## src/occupancy_grid_ray_update_defines.svh

```systemverilog
// ---------------------------------------------------------------------------
// Assertion macros for the occupancy grid ray update block
// Shared property forms; the asserting module provides clk and rst.
// ---------------------------------------------------------------------------
`ifndef OCCUPANCY_GRID_RAY_UPDATE_DEFINES_SVH
`define OCCUPANCY_GRID_RAY_UPDATE_DEFINES_SVH

// Same-cycle implication, checked outside reset.
`define OGRU_ASSERT_IMP(lbl, a, b) \
  lbl: assert property (@(posedge clk) disable iff (rst) (a) |-> (b)) \
    else $error("assertion failed");

// Next-cycle implication, checked outside reset.
`define OGRU_ASSERT_NEXT(lbl, a, b) \
  lbl: assert property (@(posedge clk) disable iff (rst) (a) |=> (b)) \
    else $error("assertion failed");

`endif

```

## src/ogru_pkg.sv

```systemverilog
// ---------------------------------------------------------------------------
// Occupancy grid ray update package
// Grid geometry, cell and mode codes, register indexes and payload types.
// ---------------------------------------------------------------------------
package ogru_pkg;

  localparam int GRID_COLS = 256;
  localparam int GRID_ROWS = 256;
  localparam int COL_W     = $clog2(GRID_COLS);
  localparam int ROW_W     = $clog2(GRID_ROWS);
  localparam int ADDR_W    = COL_W + ROW_W;
  localparam int MAP_DEPTH = GRID_COLS * GRID_ROWS;
  // Signed walk coordinate: holds the origin range and one cell past each edge.
  localparam int MAXI_W    = (COL_W > ROW_W) ? COL_W : ROW_W;
  localparam int POS_W     = ((MAXI_W > 8) ? MAXI_W : 8) + 2;
  localparam int STEP_W    = 17;
  localparam int CFG_IDX_W = 3;
  localparam int CFG_DAT_W = 16;

  localparam logic [1:0] CELL_UNKNOWN = 2'd0;
  localparam logic [1:0] CELL_FREE    = 2'd1;
  localparam logic [1:0] CELL_OCC     = 2'd2;

  localparam logic [1:0] MODE_MARK  = 2'd0;
  localparam logic [1:0] MODE_TRACE = 2'd1;
  localparam logic [1:0] MODE_READ  = 2'd2;
  localparam logic [1:0] MODE_NONE  = 2'd3;

  localparam logic [CFG_IDX_W-1:0] REG_X_MAX  = 3'd0;
  localparam logic [CFG_IDX_W-1:0] REG_X_MIN  = 3'd1;
  localparam logic [CFG_IDX_W-1:0] REG_Y_MAX  = 3'd2;
  localparam logic [CFG_IDX_W-1:0] REG_Y_MIN  = 3'd3;
  localparam logic [CFG_IDX_W-1:0] REG_CELL   = 3'd4;
  localparam logic [CFG_IDX_W-1:0] REG_ORG_C  = 3'd5;
  localparam logic [CFG_IDX_W-1:0] REG_ORG_R  = 3'd6;

  typedef struct packed {
    logic [1:0]         mode;
    logic signed [15:0] point_x;
    logic signed [15:0] point_y;
    logic [7:0]         read_col;
    logic [7:0]         read_row;
  } ogru_in_t;

  typedef struct packed {
    logic [1:0] cell_state;
    logic       ignored;
    logic       off_map;
    logic [8:0] cells_freed;
  } ogru_out_t;

endpackage

```

## src/ogru_div.sv

```systemverilog
// ---------------------------------------------------------------------------
// Dual restoring divider
// Divides two 16-bit magnitudes by one cell size, one quotient bit a cycle.
// ---------------------------------------------------------------------------
module ogru_div import ogru_pkg::*; (
  input  logic        clk,
  input  logic        rst,
  input  logic        start,
  input  logic [15:0] dividend_x,
  input  logic [15:0] dividend_y,
  input  logic [11:0] divisor,
  output logic        done,
  output logic [15:0] quot_x,
  output logic [15:0] quot_y
);

  logic        busy;
  logic [4:0]  cnt;
  logic [11:0] dvs;
  logic [11:0] rem_x, rem_y;
  logic [12:0] trial_x, trial_y;
  logic        ge_x, ge_y;

  assign trial_x = {rem_x, quot_x[15]};
  assign trial_y = {rem_y, quot_y[15]};
  assign ge_x    = trial_x >= {1'b0, dvs};
  assign ge_y    = trial_y >= {1'b0, dvs};

  always_ff @(posedge clk) begin
    if (rst) begin
      busy <= 1'b0;
      done <= 1'b0;
      cnt  <= '0;
    end else begin
      done <= 1'b0;
      if (start) begin
        busy   <= 1'b1;
        cnt    <= '0;
        dvs    <= divisor;
        rem_x  <= '0;
        rem_y  <= '0;
        quot_x <= dividend_x;
        quot_y <= dividend_y;
      end else if (busy) begin
        // The remainder stays below the divisor, so 12 bits hold it.
        rem_x  <= ge_x ? 12'(trial_x - {1'b0, dvs}) : trial_x[11:0];
        rem_y  <= ge_y ? 12'(trial_y - {1'b0, dvs}) : trial_y[11:0];
        quot_x <= {quot_x[14:0], ge_x};
        quot_y <= {quot_y[14:0], ge_y};
        cnt    <= cnt + 5'd1;
        if (cnt == 5'd15) begin
          busy <= 1'b0;
          done <= 1'b1;
        end
      end
    end
  end

endmodule

```

## config.mk

```make
export PLATFORM = sky130hd
export DESIGN_NAME = ogru_div
export DESIGN_NICKNAME = d
export VERILOG_FILES = /design/src/occupancy_grid_ray_update_defines.svh /design/src/ogru_pkg.sv /design/src/ogru_div.sv
export SDC_FILE = /design/constraint.sdc
export NUM_CORES = 1
export LEC_CHECK = 0
export BUFFER_PORTS_ARGS = -buffer_cell sky130_fd_sc_hd__buf_4
export CORE_ASPECT_RATIO = 1.75
export CORE_MARGIN = 5
export CORE_UTILIZATION = 25
export DETAILED_ROUTE_END_ITERATION = 8
export HOLD_SLACK_MARGIN = 0.12
export PLACE_DENSITY_LB_ADDON = 0.12
export SYNTH_ARGS = -nofsm -noshare
export SYNTH_HDL_FRONTEND = slang
export SYNTH_SLANG_ARGS = --single-unit
```

## constraint.sdc

```tcl
create_clock -name clk -period 10.3 [get_ports clk]
set_input_delay 1.545 -clock clk [delete_from_list [all_inputs] [get_ports clk]]
set_output_delay 1.545 -clock clk [all_outputs]
set_load 0.01 [all_outputs]
```

### Yosys cells after proc, flatten, opt, wreduce, memory -nomap -nowiden

Index checks and enable logic that the tools add are counted.
W data, S select, Z words.

* logic and storage cells: 33
* flip-flop bits (word level): 75
* output and inout bits: 33

* equality and inequality tests: 1
* add/sub/neg operators: 3
* reduce and logical (&&, ||, !) cells: 5
* bitwise operators: 2
* multiplexer cells: 12
* $lt $le $gt $ge: 2

Operator list (number)
* $mux W16: 4
* $mux W12: 4
* $ge A13 B12 Y1: 2
* $sub A12 B12 Y12: 2
* $add A5 B1 Y5 const B: 1
* $eq A5 B4 Y1 const B: 1
* $mux W1: 4
* $reduce_and A2 Y1: 2
* $reduce_or A3 Y1: 1
* $not A1 Y1: 2
* $reduce_bool A2 Y1: 1
* $reduce_or A2 Y1: 1

### Depth between registers and ports, before layout

Gate-level depths: netlist (run 1).

* depth after elaboration: 4
* depth in mapped cells: 10
* depth with buffers taken out: 9

### Worst setup path before layout (run 1)

Ideal clock, no wire load.

* path kind: in2reg
* start point: input port start
* end point: register quot_x[0], enable pin
* required time: 9.830 ns
* stages: 4
* arrival time: 4.330 ns
* buffers on the path: 2
* slack: 5.500 ns
* path through: clkbuf_1 buf_6 nor2_1 nor2_1

* word-level cells in the longest chain between the ends: 2

RTL lines
* start: declaration: line ogru_div.sv:8 `input logic start,`
* $reduce_bool A2 Y1 (no line)
* $reduce_and A2 Y1 (no line)
* end signal: assignment: line ogru_div.sv:42 `quot_x <= dividend_x;`
* end signal: assignment: line ogru_div.sv:48 `quot_x <= {quot_x[14:0], ge_x};`
* end: declaration: line ogru_div.sv:13 `output logic [15:0] quot_x,`

Every way passes these cells.
A chain may end at the register's enable or synchronous reset.

### Worst setup path in the final report (run 1)

* start point: input port start
* end point: register dvs[0], enable pin

* word-level cells in the longest chain between the ends: 1

RTL lines
* $reduce_and A2 Y1 (no line)
* end signal: assignment: line ogru_div.sv:39 `dvs <= divisor;`
* end: declaration: line ogru_div.sv:19 `logic [11:0] dvs;`

Every way passes these cells.

==> results of run 1 <==
[layer usage]
layer / global-route usage / vias to the layer above
met5: 0 / -
met4: 0.0690 / 0
met3: 0.0363 / 25
met2: 0.214 / 82
met1: 0.121 / 1489
li1: - / 1583
[cell families (layout without fill, tap and decap cells)]
logic type / Yosys count / count (layout) / share of synthesized area
AND/OR/NAND/NOR: 108 / 108 / 0.128
buffers and inverters: 40 / 120 / 0.0430
adder cells (fa/ha/maj): 28 / 28 / 0.0832
AO/OA/AOI/OAI: 81 / 81 / 0.118
multiplexers: 41 / 41 / 0.102
flip-flops: 75 / 75 / 0.497
XOR/XNOR: 14 / 14 / 0.0279
[cells in the final DEF (no fill, tap or decap), types with 9 or more instances in the layout]
cell       instances
nor2_1            23
mux2i_1           10
nand2_1           27
buf_4             80
inv_1             24
mux2_2            31
nor3_1             9
edfxtp_1          68
a21oi_1           27
ha_1              26
o21ai_0           12
clkbuf_16         11
[area by class of cell]
class / count / share of cell area
sequential: 75 / 0.396
tap: 231 / 0.0525
inverter: 24 / 0.0163
clock inverter: 2 / 0.00250
clock buffer: 14 / 0.0556
timing repair buffer: 80 / 0.109
multi-input combinational: 272 / 0.368
[state kept, by name, indices dropped and copies added (netlist names)]
register	cells
quot_x	16
quot_y	16
rem_y	12
dvs	12
rem_x	12
done	1
cnt	5
busy	1
[per-stage QoR]
step           total power [mW]   util
2_1_floorplan             0.538      -
3_3_place_gp              0.604  0.299
3_5_place_dp              0.604  0.299
4_1_cts                   0.944  0.317
5_1_grt                   0.982  0.317
6_report                  0.928  0.317
[Yosys cell counts, types with 3 or more instances]
cell type  number  area share
a21o_1          6       0.010
mux2i_1        10       0.023
a211oi_1        5      0.0085
nor3_1          9       0.010
o21bai_1        3      0.0051
ha_1           26       0.074
nand2_1        27       0.023
dfxtp_1         7       0.032
nand4_1         4      0.0057
nand3_1         4      0.0046
clkbuf_1        6      0.0051
buf_6           3      0.0077
inv_1          24       0.021
edfxtp_1       68        0.46
or2_2           3      0.0043
o21ai_1         4      0.0046
mux2_2         31       0.079
nor2_1         24       0.021
o21a_1          4      0.0068
xnor2_1         7       0.014
or3_1           3      0.0043
and3_1          5      0.0071
nand3b_1        6       0.010
a21oi_1        27       0.031
xor2_1          7       0.014
nor2b_1         7       0.010
o21ai_0        12       0.014
[worst paths after layout]
| check | from | to | slack, ns | cells past startpoint |
|---|---|---|---|---|
| setup / recovery | start | dvs[0] | 7.19 | 2 |
| hold / removal | cnt[4] | cnt[4] | 0.49 | 2 |
| setup reg to reg | dvs[1] | rem_y[8] | 7.39 | 8 |
| hold reg to reg | cnt[4] | cnt[4] | 0.49 | 2 |
[power by group]
group          total [mW]  leakage (nW)  internal (mW)  switching [mW]
registers           0.377         0.709          0.364          0.0130
clock network       0.333         0.159          0.206           0.127
logic               0.217          1.35         0.0993           0.118
==> results.py, run 1 <==
metrics = {
    "setup_path": {
        "end_kind": "register",
        "crit_type": "in -> reg",
        "cp_cell_sequence": "buf_4 -> nor2b_1",
        "crit_buf_inv": 1,
        "cp_slowest_cell": "nor2b_1",
        "cp.required_ns": 10.26,
        "cp.arrival_ns": 3.06,
        "cp_slowest_stage_delay_ns": 0.93,
        "crit_path_max_fanout": 63,
        "crit_family": "simple AND/OR/NAND/NOR gates",
        "critPathLaunchType": "input pin",
    },
    "clocking": {
        "htreeDepth": 3,
        "cts_setup_buffers": 0,
        "path_clk_slew_ns": 0.06,
        "cts_tree": "done",
        "clockBufferDepth": 2,
        "clkLatencyLatePin_ns": 0.34,
        "cts_root_buf": "clkbuf_16",
        "cts_resized": 0,
        "clock-sinks": 75,
        "ctsHoldBuffers": 0,
        "cts_buffers": 9,
    },
    "sta": {
        "setup-tns-final_ns": 0,
        "whs_ns": 0.492,
        "setup_violations": 0,
        "tightest_slew_ns": 1.09,
        "fin_crit_ns": 3.11,
        "fmax_mhz": 322,
        "fin_crit_sh": 0.301,
        "slew_viol_final": 0,
        "skew_ns": 0.00796,
        "finalWorstSetupSlack_ns": 7.19,
        "finalHoldViolations": 0,
        "rsz0062_at_grt": "no",
        "slew_headroom": 0.275,
    },
    "place": {
        "io_buffers": 79,
        "dpl_cell_area_sq_um": 5190,
        "dp_hpwl_microns": 8650,
        "dp.cells": 682,
        "pre_cts_slack_ns": 6.70,
        "gp_congestion": 0.746,
    },
    "route": {
        "firstDrtPassIters": 4,
        "ant_nets": 0,
        "wl_microns": 11600,
        "wl_met2_microns": 6180,
        "dr.max_layer_used": "met4",
        "drt_iter0_drc": 77,
        "post_drt_wl_per_cell_microns": 16.6,
        "viasPerCell": 4.55,
        "wl_met1_microns": 4130,
        "drcViolationCount": 0,
        "met3_length_microns": 659,
        "vias": 3179,
    },
    "synthesis": {
        "synth-seq-area-share": 0.497,
        "ys_ff_latch": 75,
        "ys.flop_type": "edfxtp_1",
        "synth.avg_cell_area_sq_um": 11.3,
        "synth.net_count": 462,
        "async_flop_share": 0,
        "syn_area_sq_um": 4390,
        "synth.yosys.warnings": 0,
        "yosysUniqueCellTypes": 60,
        "netlist_instances": 387,
        "synth_edf_count": 68,
    },
    "floorplan": {
        "die_x_microns": 110,
        "die_h_microns": 185,
        "initial_core_util": 0.253,
        "dieArea_sq_um": 20400,
        "core_area_sq_um": 17400,
        "num_rows": 64,
        "io_pins": 80,
    },
    "global_routing": {
        "grt_usage": 0.120,
        "grt_pass1_wl_microns": 18400,
        "grt_pass1_vias": 3454,
        "grt_max_degree": 64,
        "grt_overflow_total": 0,
        "antenna_found_initial": 0,
    },
    "power_and_ir_drop": {
        "powerDensity_nw_per_um2": 168,
        "vdd_ir_drop_max_mv": 0.0899,
        "leakagePower_nw": 2.22,
    },
    "run_status": {
        "status": "finished clean",
    },
    "finish": {
        "final_cells": 698,
        "diodes": 0,
        "seq_area_sq_um": 2180,
        "multiInputGateArea_sq_um": 2030,
        "final_nets": 537,
        "fillers": 1788,
        "drive_above_1_share": 0.298,
        "final_area_sq_um": 5510,
        "area_growth_syn_to_layout_pct": 25.5,
    },
    "hold_path": {
        "hold_class": "reg -> reg",
    },
    "job": {
        "maxCapViolCount": 0,
    },
}
Note: power is estimated with default switching activity, not from simulation.
==> run 2: changes to the inputs <==
==> constraint.sdc (replaced) <==
create_clock -name clk -period 2.71 [get_ports clk]
set_input_delay 0.4065 -clock clk [delete_from_list [all_inputs] [get_ports clk]]
set_output_delay 0.4065 -clock clk [all_outputs]
set_load 0.01 [all_outputs]
==> results.py, run 2 (synthesized netlist as in run 1, its figures left out) <==
metrics = {
    "run_status": {
        "status": "finished clean",
    },
    "clocking": {
        "clkLatencyLatePin_ns": 0.34,
        "htreeDepth": 3,
        "clock-sinks": 75,
        "cts_tree": "done",
        "path_clk_slew_ns": 0.06,
        "cts_buffers": 9,
        "ctsHoldBuffers": 0,
        "clockBufferDepth": 2,
        "cts_root_buf": "clkbuf_16",
    },
    "route": {
        "post_drt_wl_per_cell_microns": 15.7,
        "firstDrtPassIters": 4,
        "ant_nets": 0,
        "drt_iter0_drc": 83,
        "viasPerCell": 4.67,
        "drcViolationCount": 0,
        "wl_microns": 11100,
        "vias": 3295,
    },
    "sta": {
        "finalHoldViolations": 0,
        "whs_ns": 0.248,
        "setup-tns-final_ns": 0,
        "slew_viol_final": 0,
        "setup_violations": 0,
        "fin_crit_sh": 0.920,
        "slew_headroom": 0.692,
        "fmax_mhz": 401,
        "tightest_slew_ns": 0.457,
        "finalWorstSetupSlack_ns": 0.216,
        "rsz0062_at_grt": "no",
        "skew_ns": 0.0101,
        "fin_crit_ns": 2.49,
    },
    "floorplan": {
        "die_h_microns": 185,
        "initial_core_util": 0.253,
        "io_pins": 80,
        "die_x_microns": 110,
        "dieArea_sq_um": 20400,
        "num_rows": 64,
        "core_area_sq_um": 17400,
    },
    "place": {
        "gp_congestion": 0.767,
        "pre_cts_slack_ns": 0.0621,
        "dpl_cell_area_sq_um": 5280,
        "dp_hpwl_microns": 8070,
        "io_buffers": 79,
    },
    "power_and_ir_drop": {
        "powerDensity_nw_per_um2": 618,
        "p_sw_mw": 1.02,
        "swShare": 0.298,
        "p_int_mw": 2.41,
        "leakagePower_nw": 2.25,
        "vdd_ir_drop_max_mv": 0.255,
        "pwr-share-comb": 0.246,
        "total_power_mw": 3.43,
        "p_seq_frac": 0.417,
        "p_clk_frac": 0.337,
    },
    "finish": {
        "final_area_sq_um": 5560,
        "layout_common_cells": "buf_4 (86), edfxtp_1 (68), mux2_2 (31), a21oi_1 (27), nand2_1 (27)",
        "fillers": 1811,
        "reg_top3": "quot_x (16), quot_y (16)",
        "drive_above_1_share": 0.312,
        "final_common_cell": "buf_4",
        "diodes": 0,
        "area_growth_syn_to_layout_pct": 26.5,
        "final_nets": 545,
    },
    "setup_path": {
        "crit_type": "reg -> reg",
        "critPathLaunchType": "register",
        "reg2reg_slack_ns": 0.22,
        "end_kind": "register",
        "cp.required_ns": 2.89,
        "cp.arrival_ns": 2.68,
        "cp_cell_sequence": "inv_1 -> ha_1 -> and2b_2 -> o2111ai_1 -> nand2_1 -> or3_1 -> a31o_2 -> a21oi_1",
        "cp_slowest_cell": "edfxtp_1",
        "crit_path_max_fanout": 6,
        "cp_slowest_stage_delay_ns": 0.46,
    },
    "global_routing": {
        "grt_usage": 0.112,
        "grt_pass1_vias": 3515,
        "grt_overflow_total": 0,
        "antenna_found_initial": 0,
        "grt_max_degree": 46,
        "grt_pass1_wl_microns": 17600,
    },
    "hold_path": {
        "hold_class": "in -> reg",
    },
    "job": {
        "maxCapViolCount": 0,
    },
}
## run 2: cell types whose count changed in the layout (fill, tap and decap cells not counted), moves of 2 or more
cell	delta
inv_6	+2
buf_12	+2
clkbuf_16	-2
clkbuf_8	-2
buf_4	+6
inv_4	+2
## run 2: power by group through the flow
stage	logic (mW)	clock network, mW	registers [mW]
final	0.843	1.16	1.43
after global routing	0.947	1.25	1.44
after CTS	0.859	1.21	1.43
after detailed placement	0.853	0	1.46
after global placement	0.850	0	1.46
after floorplan	0.589	0	1.46
## run 2: final timing paths
check,start,end,cells after the start
setup reg to reg,dvs[1],rem_x[7],8
hold reg to reg,cnt[4],cnt[4],2
setup / recovery,dvs[1],rem_x[7],8
hold / removal,divisor[1],dvs[1],1
## run 2: stage by stage
stage / util / std cells
after floorplan: - / 387
after global placement: 0.304 / 690
after detailed placement: 0.304 / 690
after CTS: 0.319 / 706
after global routing: 0.320 / 706
final: 0.320 / 706
## run 2: timing repair
item	CTS	global route
resized for setup	0	1
endpoints found under the setup margin	0	6
buffers inserted	0	0
## run 2: routing by layer
metal  global-route usage  wire, microns
met5                    0              0
met1                0.120           4250
met2                0.205           5880
met4               0.0419            257
met3               0.0328            666
## run 2: cell type report
type | instances | area (sq um) | share of cell area
Clock buffer | 10 | 229 | 0.0412
Clock inverter | 6 | 46.3 | 0.00833
Inverter | 24 | 90.1 | 0.0162
Multi-Input combinational cell | 272 | 2030 | 0.366
Sequential cell | 75 | 2180 | 0.393
Tap cell | 231 | 289 | 0.0520
Timing Repair Buffer | 88 | 686 | 0.123
## run 2: critical path, delay by kind of cell (launching register included)
family	cells	cell delay (ns)
and+or+nand+nor	3	0.82
AOI/OAI and AO/OA	3	0.64
DFF	1	0.46
adders and majority gates	1	0.31
buffers and inverters	1	0.12
==> run 3: changes to the inputs <==
--- a/config.mk
+++ b/config.mk
@@ -11,7 +11,6 @@
 export CORE_UTILIZATION = 25
 export DETAILED_ROUTE_END_ITERATION = 8
 export HOLD_SLACK_MARGIN = 0.12
-export PLACE_DENSITY_LB_ADDON = 0.12
 export SYNTH_ARGS = -nofsm -noshare
 export SYNTH_HDL_FRONTEND = slang
 export SYNTH_SLANG_ARGS = --single-unit
==> results.py, run 3 (synthesized netlist as in run 1, its figures left out) <==
metrics = {
    "finish": {
        "final_nets": 542,
        "final_util": 0.320,
        "layout_common_cells": "buf_4 (84), edfxtp_1 (68), mux2_2 (31), a21oi_1 (27), nand2_1 (27)",
        "final_cells": 703,
        "area_growth_syn_to_layout_pct": 26.6,
        "fillers": 1744,
        "drive_above_1_share": 0.303,
        "final_common_cell": "buf_4",
        "reg_top3": "quot_x (16), quot_y (16)",
        "final_area_sq_um": 5560,
        "diodes": 0,
    },
    "clocking": {
        "path_clk_slew_ns": 0.06,
        "cts_tree": "done",
        "clock-sinks": 75,
        "clkLatencyLatePin_ns": 0.34,
        "clockBufferDepth": 2,
        "cts_buffers": 9,
        "htreeDepth": 3,
        "cts_setup_buffers": 0,
        "cts_root_buf": "clkbuf_16",
    },
    "route": {
        "vias": 3236,
        "viasPerCell": 4.60,
        "ant_nets": 0,
        "post_drt_wl_per_cell_microns": 14.6,
        "drt_iter0_drc": 93,
        "wl_microns": 10300,
        "drcViolationCount": 0,
        "firstDrtPassIters": 4,
    },
    "sta": {
        "finalWorstSetupSlack_ns": 0.184,
        "fin_crit_sh": 0.932,
        "setup_violations": 0,
        "rsz0062_at_grt": "no",
        "tightest_slew_ns": 0.535,
        "skew_ns": 0.0115,
        "setup-tns-final_ns": 0,
        "whs_ns": 0.247,
        "finalHoldViolations": 0,
        "slew_viol_final": 0,
        "fmax_mhz": 396,
        "slew_headroom": 0.640,
        "fin_crit_ns": 2.53,
    },
    "global_routing": {
        "antenna_found_initial": 0,
        "grt_usage": 0.104,
        "grt_pass1_vias": 3570,
        "grt_overflow_total": 0,
        "grt_max_degree": 57,
        "grt_pass1_wl_microns": 16800,
    },
    "power_and_ir_drop": {
        "total_power_mw": 3.56,
        "leakagePower_nw": 2.25,
        "powerDensity_nw_per_um2": 640,
        "vdd_ir_drop_max_mv": 0.294,
    },
    "place": {
        "dp_hpwl_microns": 7740,
        "dpl_cell_area_sq_um": 5240,
        "dp.cells": 687,
        "io_buffers": 79,
        "pre_cts_slack_ns": 0.163,
        "gp_congestion": 0.902,
    },
    "setup_path": {
        "crit_type": "reg -> reg",
        "cp.required_ns": 2.78,
        "cp.arrival_ns": 2.60,
        "crit_path_max_fanout": 4,
        "critPathLaunchType": "register",
        "end_kind": "register",
    },
    "floorplan": {
        "dieArea_sq_um": 20400,
        "io_pins": 80,
        "initial_core_util": 0.253,
        "core_area_sq_um": 17400,
        "die_x_microns": 110,
        "die_h_microns": 185,
        "num_rows": 64,
    },
    "job": {
        "maxCapViolCount": 0,
    },
    "hold_path": {
        "hold_class": "in -> reg",
    },
    "run_status": {
        "status": "finished clean",
    },
}
-- run 3: cell count changes in the layout (fill, tap and decap cells not counted), sizes merged --
cell and delta:
buf -3, bufinv +2, clkinv +1, inv -4, clkinvlp -1, clkbuf +2
-- run 3: timing repair --
action / 4_1_cts / 5_1_grt
hold buffers: 0 / 0
resized for setup: 0 / 1
endpoints found under the setup margin: 0 / 1
-- run 3: where the power goes --
group	switching (mW)	internal [mW]	total, mW
clock network	0.459	0.832	1.29
logic	0.440	0.390	0.830
registers	0.0510	1.38	1.43
total	0.951	2.61	3.56
-- run 3: cell type report --
class | count | area [sq um] | share of cell area
clock buffer | 12 | 246 | 0.0443
clock inverter | 4 | 73.8 | 0.0133
inverter | 24 | 90.1 | 0.0162
multi-input combinational | 272 | 2030 | 0.365
sequential | 75 | 2180 | 0.392
tap | 231 | 289 | 0.0520
timing repair buffer | 85 | 651 | 0.117
-- run 3: critical path: stages, from the launching register on --
cell      delay (ns)
edfxtp_1        0.37
inv_1           0.05
ha_1            0.21
fa_1            0.41
nor2b_1         0.18
o211ai_1        0.11
a21boi_0        0.46
o221ai_1        0.24
xor2_1          0.15
o21ai_0         0.10
-- run 3: routing by layer --
layer	routed length, microns	up-vias	share of wire	GRT usage
met1	4080	1544	0.40	0.115
met5	0	-	0	0
met2	5500	89	0.53	0.187
met3	430	16	0.042	0.0230
met4	274	0	0.027	0.0478
li1	-	1587	-	-
-- run 3: worst paths after layout --
check / start / endpoint / slack (ns) / cells past startpoint
worst max-delay path: quot_x[15] / rem_x[10] / 0.18 / 9
worst min-delay path: divisor[11] / dvs[11] / 0.25 / 1
worst max register to register: quot_x[15] / rem_x[10] / 0.18 / 9
worst min register to register: cnt[4] / cnt[4] / 0.51 / 2
